### config.mk
export PLATFORM = sky130hd
export DESIGN_NAME = radar_target_frame_decoder_core
export DESIGN_NICKNAME = d
export VERILOG_FILES = /design/src/rtl/core/rtfd_pkg.sv /design/src/rtl/core/rtfd_front.sv /design/src/rtl/core/rtfd_queue.sv /design/src/rtl/core/rtfd_back.sv /design/src/rtl/core/radar_target_frame_decoder_core.sv
export SDC_FILE = /design/constraint.sdc
export NUM_CORES = 1
export LEC_CHECK = 0
export BUFFER_PORTS_ARGS = -buffer_cell sky130_fd_sc_hd__buf_4
export CAP_MARGIN = 20
export CORE_MARGIN = 2
export CORE_UTILIZATION = 50
export DETAILED_ROUTE_END_ITERATION = 10
export PLACE_DENSITY_LB_ADDON = 0.3
export SLEW_MARGIN = 5
export SYNTH_ARGS = -nofsm -noshare
export SYNTH_HDL_FRONTEND = slang
export SYNTH_SLANG_ARGS = --single-unit
### constraint.sdc
create_clock -name clock -period 49.5 [get_ports clock]
set_input_delay 4.95 -clock clock [delete_from_list [all_inputs] [get_ports clock]]
set_output_delay 4.95 -clock clock [all_outputs]
set_load 0.01 [all_outputs]
### src/rtl/core/rtfd_pkg.sv
// ----------------------------------------------------------------------------
// rtfd_pkg
// Shared types and constants of the radar target frame decoder.
// ----------------------------------------------------------------------------
package rtfd_pkg;

   // Frame layout
   localparam int unsigned FRAME_BYTES = 30;
   localparam int unsigned SLOTS       = 3;
   localparam int unsigned SLOT_BYTES  = 8;
   localparam int unsigned DATA_BYTES  = SLOTS * SLOT_BYTES;
   localparam int unsigned DATA_START  = 4;
   localparam int unsigned SLOT_BITS   = SLOT_BYTES * 8;

   // Number of slots reported per frame (1 to SLOTS)
   localparam int unsigned TARGET_COUNT = 3;

   // Marker bytes
   localparam logic [7:0] HDR_LEAD  = 8'hAA;
   localparam logic [7:0] HDR_TRAIL = 8'hFF;
   localparam logic [7:0] FTR_LEAD  = 8'h55;
   localparam logic [7:0] FTR_TRAIL = 8'hCC;

   // Byte positions in a frame
   localparam logic [4:0] POS_FIRST_TYPE  = 5'd2;
   localparam logic [4:0] POS_DATA_FIRST  = 5'(DATA_START);
   localparam logic [4:0] POS_DATA_LAST   = 5'(DATA_START + DATA_BYTES - 1);
   localparam logic [4:0] POS_FOOTER_LEAD = 5'(FRAME_BYTES - 2);
   localparam logic [4:0] POS_FOOTER_LAST = 5'(FRAME_BYTES - 1);

   // One slot is 8 bytes, little-endian: x, y, speed, resolution
   typedef logic [SLOT_BITS-1:0] slot_type;

   // All target slots of one frame
   typedef logic [SLOTS-1:0][SLOT_BITS-1:0] frame_type;

   // One decoded target result
   typedef struct packed {
      logic [1:0]         target_index;
      logic signed [15:0] x_pos;
      logic [14:0]        y_dist;
      logic signed [15:0] target_speed;
      logic [15:0]        resolution;
      logic               present;
      logic               last;
   } result_type;

   // Sign-magnitude to two's complement
   function automatic logic signed [15:0] sm_decode(input logic [15:0] raw);
      logic [15:0] mag;
      mag = {1'b0, raw[14:0]};
      if (raw[15]) begin
         return 16'(16'd0 - mag);
      end
      return mag;
   endfunction

endpackage

### src/rtl/core/rtfd_front.sv
// ----------------------------------------------------------------------------
// rtfd_front
// Hunts for the frame header, collects target bytes and checks the footer.
// A frame with a good footer is pushed to the frame queue.
// ----------------------------------------------------------------------------
module rtfd_front (
   input  logic               clock,
   input  logic               reset,
   input  logic               byte_valid,
   input  logic [7:0]         rx_byte,
   input  logic               queue_full,
   output logic               frame_push,
   output rtfd_pkg::frame_type frame_data
);

   logic       accept;
   logic       saw_lead_ff, saw_lead_in;
   logic       in_frame_ff, in_frame_in;
   logic [4:0] pos_ff, pos_in;
   logic [7:0] footer_first_ff, footer_first_in;
   logic [7:0] data_ff [rtfd_pkg::DATA_BYTES];
   logic       is_data;
   logic       good_footer;

   assign accept  = byte_valid & ~queue_full;
   assign is_data = (pos_ff >= rtfd_pkg::POS_DATA_FIRST) && (pos_ff <= rtfd_pkg::POS_DATA_LAST);
   assign good_footer = (footer_first_ff == rtfd_pkg::FTR_LEAD) &&
                        (rx_byte == rtfd_pkg::FTR_TRAIL);

   // Advance the hunt and frame position
   always_comb begin
      saw_lead_in     = saw_lead_ff;
      in_frame_in     = in_frame_ff;
      pos_in          = pos_ff;
      footer_first_in = footer_first_ff;
      frame_push      = 1'b0;
      if (accept) begin
         if (!in_frame_ff) begin
            if (saw_lead_ff && rx_byte == rtfd_pkg::HDR_TRAIL) begin
               in_frame_in = 1'b1;
               saw_lead_in = 1'b0;
               pos_in      = rtfd_pkg::POS_FIRST_TYPE;
            end else begin
               saw_lead_in = (rx_byte == rtfd_pkg::HDR_LEAD);
            end
         end else if (pos_ff < rtfd_pkg::POS_FIRST_TYPE ||
                      pos_ff > rtfd_pkg::POS_FOOTER_LAST) begin
            in_frame_in = 1'b0;
            saw_lead_in = 1'b0;
            pos_in      = '0;
         end else if (pos_ff == rtfd_pkg::POS_FOOTER_LAST) begin
            frame_push  = good_footer;
            in_frame_in = 1'b0;
            saw_lead_in = 1'b0;
            pos_in      = '0;
         end else begin
            if (pos_ff == rtfd_pkg::POS_FOOTER_LEAD) begin
               footer_first_in = rx_byte;
            end
            pos_in = pos_ff + 5'd1;
         end
      end
   end

   // Hold control state
   always_ff @(posedge clock) begin
      if (reset) begin
         saw_lead_ff     <= 1'b0;
         in_frame_ff     <= 1'b0;
         pos_ff          <= '0;
         footer_first_ff <= '0;
      end else begin
         saw_lead_ff     <= saw_lead_in;
         in_frame_ff     <= in_frame_in;
         pos_ff          <= pos_in;
         footer_first_ff <= footer_first_in;
      end
   end

   // Shift target bytes in; after the last data byte the first one sits at entry 0
   always_ff @(posedge clock) begin
      if (accept && in_frame_ff && is_data) begin
         for (int i = 0; i < rtfd_pkg::DATA_BYTES - 1; i++) begin
            data_ff[i] <= data_ff[i+1];
         end
         data_ff[rtfd_pkg::DATA_BYTES-1] <= rx_byte;
      end
   end

   // Pack bytes into slots
   always_comb begin
      for (int s = 0; s < rtfd_pkg::SLOTS; s++) begin
         for (int k = 0; k < rtfd_pkg::SLOT_BYTES; k++) begin
            frame_data[s][k*8 +: 8] = data_ff[s*rtfd_pkg::SLOT_BYTES + k];
         end
      end
   end

endmodule

### src/rtl/core/rtfd_queue.sv
// ----------------------------------------------------------------------------
// rtfd_queue
// Two-entry queue of complete frames between the front and back parts.
// ----------------------------------------------------------------------------
module rtfd_queue (
   input  logic                clock,
   input  logic                reset,
   input  logic                push,
   input  rtfd_pkg::frame_type push_data,
   output logic                full,
   input  logic                pop,
   output logic                empty,
   output rtfd_pkg::frame_type pop_data
);

   rtfd_pkg::frame_type mem [2];
   logic       wr_ptr_ff, wr_ptr_in;
   logic       rd_ptr_ff, rd_ptr_in;
   logic [1:0] count_ff, count_in;
   logic       do_push, do_pop;

   assign full     = (count_ff == 2'd2);
   assign empty    = (count_ff == 2'd0);
   assign do_push  = push & ~full;
   assign do_pop   = pop & ~empty;
   assign pop_data = mem[rd_ptr_ff];

   // Advance pointers and fill count
   always_comb begin
      wr_ptr_in = wr_ptr_ff ^ do_push;
      rd_ptr_in = rd_ptr_ff ^ do_pop;
      count_in  = count_ff;
      if (do_push && !do_pop) begin
         count_in = count_ff + 2'd1;
      end else if (!do_push && do_pop) begin
         count_in = count_ff - 2'd1;
      end
   end

   always_ff @(posedge clock) begin
      if (reset) begin
         wr_ptr_ff <= 1'b0;
         rd_ptr_ff <= 1'b0;
         count_ff  <= '0;
      end else begin
         wr_ptr_ff <= wr_ptr_in;
         rd_ptr_ff <= rd_ptr_in;
         count_ff  <= count_in;
      end
   end

   // Store pushed frames
   always_ff @(posedge clock) begin
      if (do_push) begin
         mem[wr_ptr_ff] <= push_data;
      end
   end

endmodule

### src/rtl/core/rtfd_back.sv
// ----------------------------------------------------------------------------
// rtfd_back
// Takes frames from the queue and emits one decoded target per cycle into
// an output register while that register is empty or being popped.
// ----------------------------------------------------------------------------
module rtfd_back (
   input  logic                 clock,
   input  logic                 reset,
   input  logic                 queue_empty,
   input  rtfd_pkg::frame_type  queue_data,
   output logic                 queue_pop,
   input  logic                 out_pop,
   output logic                 out_valid,
   output rtfd_pkg::result_type out_data
);

   localparam logic [1:0] LastSlot = 2'(rtfd_pkg::TARGET_COUNT - 1);

   logic                 busy_ff, busy_in;
   logic [1:0]           slot_ff, slot_in;
   rtfd_pkg::frame_type  frame_ff;
   logic                 out_valid_ff, out_valid_in;
   rtfd_pkg::result_type out_ff, result;
   rtfd_pkg::slot_type   raw;
   logic [15:0]          raw_y, raw_r, res;
   logic                 out_ready, emit;

   assign out_ready = ~out_valid_ff | out_pop;
   assign emit      = busy_ff & out_ready;
   assign queue_pop = ~busy_ff & ~queue_empty;

   // Decode the current slot
   always_comb begin
      raw   = frame_ff[slot_ff];
      raw_y = raw[31:16];
      raw_r = raw[63:48];
      res   = raw_y[15] ? raw_r : 16'd0;
      result.target_index = slot_ff;
      result.x_pos        = rtfd_pkg::sm_decode(raw[15:0]);
      result.y_dist       = raw_y[14:0];
      result.target_speed = rtfd_pkg::sm_decode(raw[47:32]);
      result.resolution   = res;
      result.present      = (res != 16'd0);
      result.last         = (slot_ff == LastSlot);
   end

   // Step through slots and hold the output register
   always_comb begin
      busy_in      = busy_ff;
      slot_in      = slot_ff;
      out_valid_in = out_valid_ff & ~out_pop;
      if (queue_pop) begin
         busy_in = 1'b1;
         slot_in = '0;
      end else if (emit) begin
         out_valid_in = 1'b1;
         slot_in      = slot_ff + 2'd1;
         if (slot_ff == LastSlot) begin
            busy_in = 1'b0;
         end
      end
   end

   always_ff @(posedge clock) begin
      if (reset) begin
         busy_ff      <= 1'b0;
         slot_ff      <= '0;
         out_valid_ff <= 1'b0;
      end else begin
         busy_ff      <= busy_in;
         slot_ff      <= slot_in;
         out_valid_ff <= out_valid_in;
      end
   end

   // Load frame and result payloads
   always_ff @(posedge clock) begin
      if (queue_pop) begin
         frame_ff <= queue_data;
      end
      if (emit) begin
         out_ff <= result;
      end
   end

   assign out_valid = out_valid_ff;
   assign out_data  = out_ff;

endmodule

### src/rtl/core/radar_target_frame_decoder_core.sv
// ----------------------------------------------------------------------------
// radar_target_frame_decoder_core
// Decodes radar target frames from a byte stream into per-target results.
// ----------------------------------------------------------------------------
// One received byte is taken per cycle while req_full is low. The front part
// hunts for the header AA FF, collects the 30-byte frame and checks the footer
// 55 CC; a good frame goes into a two-frame queue and a bad one is dropped. The
// back part emits the three target results of a frame one per cycle through an
// output register while it is empty or being popped. req_full rises only while
// both queue slots hold frames that the result side has not yet drained, so
// with rsp_pop held high bytes are taken every cycle. No clearing pass is
// needed after reset.
module radar_target_frame_decoder_core (
   input  logic               clock,
   input  logic               reset,
   input  logic               req_push,
   output logic               req_full,
   input  logic [7:0]         req_rx_byte,
   input  logic               rsp_pop,
   output logic               rsp_empty,
   output logic [1:0]         rsp_target_index,
   output logic signed [15:0] rsp_x_pos,
   output logic [14:0]        rsp_y_dist,
   output logic signed [15:0] rsp_target_speed,
   output logic [15:0]        rsp_resolution,
   output logic               rsp_present,
   output logic               rsp_last
);

   logic                 q_push, q_full, q_pop, q_empty, out_valid;
   rtfd_pkg::frame_type  q_in, q_out;
   rtfd_pkg::result_type out_data;

   rtfd_front u_front (
      .clock      (clock),
      .reset      (reset),
      .byte_valid (req_push),
      .rx_byte    (req_rx_byte),
      .queue_full (q_full),
      .frame_push (q_push),
      .frame_data (q_in)
   );

   rtfd_queue u_queue (
      .clock     (clock),
      .reset     (reset),
      .push      (q_push),
      .push_data (q_in),
      .full      (q_full),
      .pop       (q_pop),
      .empty     (q_empty),
      .pop_data  (q_out)
   );

   rtfd_back u_back (
      .clock       (clock),
      .reset       (reset),
      .queue_empty (q_empty),
      .queue_data  (q_out),
      .queue_pop   (q_pop),
      .out_pop     (rsp_pop),
      .out_valid   (out_valid),
      .out_data    (out_data)
   );

   // Drive the port side
   assign req_full         = q_full;
   assign rsp_empty        = ~out_valid;
   assign rsp_target_index = out_data.target_index;
   assign rsp_x_pos        = out_data.x_pos;
   assign rsp_y_dist       = out_data.y_dist;
   assign rsp_target_speed = out_data.target_speed;
   assign rsp_resolution   = out_data.resolution;
   assign rsp_present      = out_data.present;
   assign rsp_last         = out_data.last;

   // Never push a frame into a full queue
   a_no_overflow: assert property (@(posedge clock) disable iff (reset)
      q_push |-> !q_full)
      else $error("frame pushed into full queue");

   // The last flag marks exactly the final slot
   a_last_slot: assert property (@(posedge clock) disable iff (reset)
      !rsp_empty |-> (rsp_last == (rsp_target_index == 2'(rtfd_pkg::TARGET_COUNT - 1))))
      else $error("last flag does not match slot index");

   // A present target reports a nonzero resolution
   a_behind: assert property (@(posedge clock) disable iff (reset)
      (!rsp_empty && rsp_present) |-> (rsp_resolution != 16'd0))
      else $error("present target with zero resolution");

   // A taken non-final result is followed by the next slot of the same frame
   a_slot_order: assert property (@(posedge clock) disable iff (reset)
      (!rsp_empty && rsp_pop && !rsp_last) ##1 !rsp_empty |->
         rsp_target_index == $past(rsp_target_index) + 2'd1)
      else $error("target slots out of order");

endmodule
==> reports/results.ini <==
[run_status]
status = finished, final reports clean

[clock_tree]
clock_path_buffers = 3
clk_latency_ns = 0.62
cts_tree = done
cts.root.buffer_cell = clkbuf_16
clk_pin_slew_ns = 0.06
cts-resized-gates = 0
ctsHoldBuffers = 0
cts_htree_levels = 3
cts_buffers = 81
post-cts-setup-buffer-count = 0
clock_sinks = 858

[critical_path]
crit_buf_inv = 3
worst_path_largest_cell_delay_ns = 0.94
crit_path_frequent_cell = buf_4
critical_path_class = in2reg
start_kind = input port
crit_fanout = 70
crit_chain = buf_4, nor4b_1, and3_1, ha_4, buf_4, buf_4
worstSetupEndpointType = flip-flop
required_ns = 49.73
cp.arrival_ns = 8.52
cp_top_family = buffers and inverters
ff2ff_setup_slack_ns = 44.91
slowest_stage = buf_4

[timing]
rsz0062_at_grt = false
whs_ns = 0.446
min_period_ns = 8.30
fmax_mhz = 121
max_slew_margin = 0.287
skew_ns = 0.0136
worstMarginPinSlew_ns = 1.07
finalSetupViolCount = 0
period_share = 0.168
fin_tns_setup_ns = 0
hold_violations = 0
maxSlewViolCount = 0

[die]
num_io_pins = 81
core_area_sq_um = 60600
fp-row-count = 90
die_w_um = 252
die_h_um = 252
die_area_sq_um = 63600
initial_core_util = 0.508

[drt]
wl_per_cell_um = 22.0
vias = 13400
drtAntennaViolNets = 0
first_pass_iters = 5
drtIter0Drc = 977
routed_wirelength_um = 54200
drc = 0
routed_via_density = 5.45

[global_routing]
grt_antenna_before_repair = 2
grt_usage = 0.172
grt_max_degree = 131
grt_pass1_wl_um = 82000
grt_pass1_vias = 13800
grt_overflow = 0

[yosys]
syn_nets = 1505
synth_area_sq_um = 30800
synth_edf_count = 835
synth_seq_cells = 858
synth_cell_types = 56
synth-main-ff-cell = edfxtp_1
synth-async-reset-ratio = 0
yosysWarnings = 0
yosysSeqAreaShare = 0.829
syn_inst = 1484
syn_area_per_cell_sq_um = 20.8

[hold_path]
hold_path.class = reg2reg

[power]
peakVddDrop_mv = 0.0493
power_mw = 2.05
cellPowerDensity_nw_per_um2 = 58.6
p_leak_nw = 11.2

[job]
drv_cap = 0

[cells_and_area]
drive_above_1_share = 0.260
finalNetCount = 1633
syn2layout_area_growth_pct = 13.5
utilization = 0.577

[place]
gp_congestion = 0.751
port_buffers = 80
dp_hpwl_um = 31000

final timing paths:
| kind | start | to | cells past startpoint |
|---|---|---|---|
| setup reg to reg | u_front.footer_first_ff[7] | u_queue.mem[1][1] | 6 |
| hold / removal | u_front.data_ff[0][5] | u_queue.mem[0][5] | 0 |
| setup / recovery | req_push | u_queue.mem[1][1] | 6 |
| hold reg to reg | u_front.data_ff[0][5] | u_queue.mem[0][5] | 0 |
cell type report:
type	count	area [sq um]
sequential	858	25500
antenna	1	2.50
timing repair buffer	96	733
clock inverter	48	435
clock buffer	101	2250
fill	4349	25600
tap	782	978
inverter	16	60.1
multi-input combinational	559	4950
synthesized netlist by cell type (5+ instances only):
cell	n	area, sq um
edfxtp_1	835	25100
mux2_2	193	2170
mux2i_1	73	731
nor2_1	70	263
a21oi_1	28	140
clkbuf_1	24	90.1
dfxtp_1	23	460
nand2_1	21	78.8
o2bb2ai_1	20	175
o21ai_0	18	90.1
xor2_1	17	149
inv_1	16	60.1
xnor2_1	16	140
a31oi_1	10	62.6
buf_2	9	45.0
ha_1	9	113
buf_6	8	90.1
nor3_1	8	40.0
a2bb2oi_1	7	61.3
a41oi_1	7	61.3
buf_4	7	52.6
o2bb2ai_2	7	105
nand3_1	5	25.0
report_power, final:
part           total (mW)  switching (mW)  internal (mW)
sequential          0.983          0.0409          0.942
combinational       0.448           0.285          0.163
clock               0.616           0.252          0.364
total                2.05           0.578           1.47
registers in the layout, summed over array words and instances (netlist names), 2 cells and up:
name                     flops
u_queue.mem                384
u_back.frame_ff            192
u_front.data_ff            192
u_back.out_data             67
u_front.footer_first_ff      8
u_front.pos_ff               5
u_back.slot_ff               2
u_queue.count_ff             2
metal layers:
metal / vias up / wire length [um] / global-route usage
met1: 6861 / 24300 / 0.245
met2: 330 / 25900 / 0.272
met3: 97 / 2630 / 0.0352
met5: - / 0 / 0
met4: 0 / 1310 / 0.0505
li1: 6132 / - / -
cell usage in the layout (no fill, tap or decap), types with 20 or more instances in the layout:
cell,Yosys,final
clkbuf_16,0,87
dfxtp_1,23,20
a21oi_1,28,28
nor2_1,70,69
o2bb2ai_1,20,20
mux2i_1,73,73
edfxtp_1,835,835
buf_4,7,95
clkinv_1,0,20
nand2_1,21,21
mux2_2,193,193
kinds of logic after synthesis:
logic type / Yosys count / synth area share
flops: 858 / 0.829
buf+inv: 67 / 0.0119
simple gates: 139 / 0.0244
xor+xnor: 33 / 0.00938
compound gates: 112 / 0.0273
mux: 266 / 0.0943
fa+ha+maj: 9 / 0.00366
through the flow:
stage	std cells	area, sq um	worst slack, ns
2_1_floorplan	1484	30800	30.25
3_3_place_gp	2311	32300	40.46
3_5_place_dp	2311	32300	40.51
4_1_cts	2460	34900	41.16
5_1_grt	2460	34900	40.96
6_report	2461	34900	41.20
No activity file was read; power rests on OpenSTA's default activity.
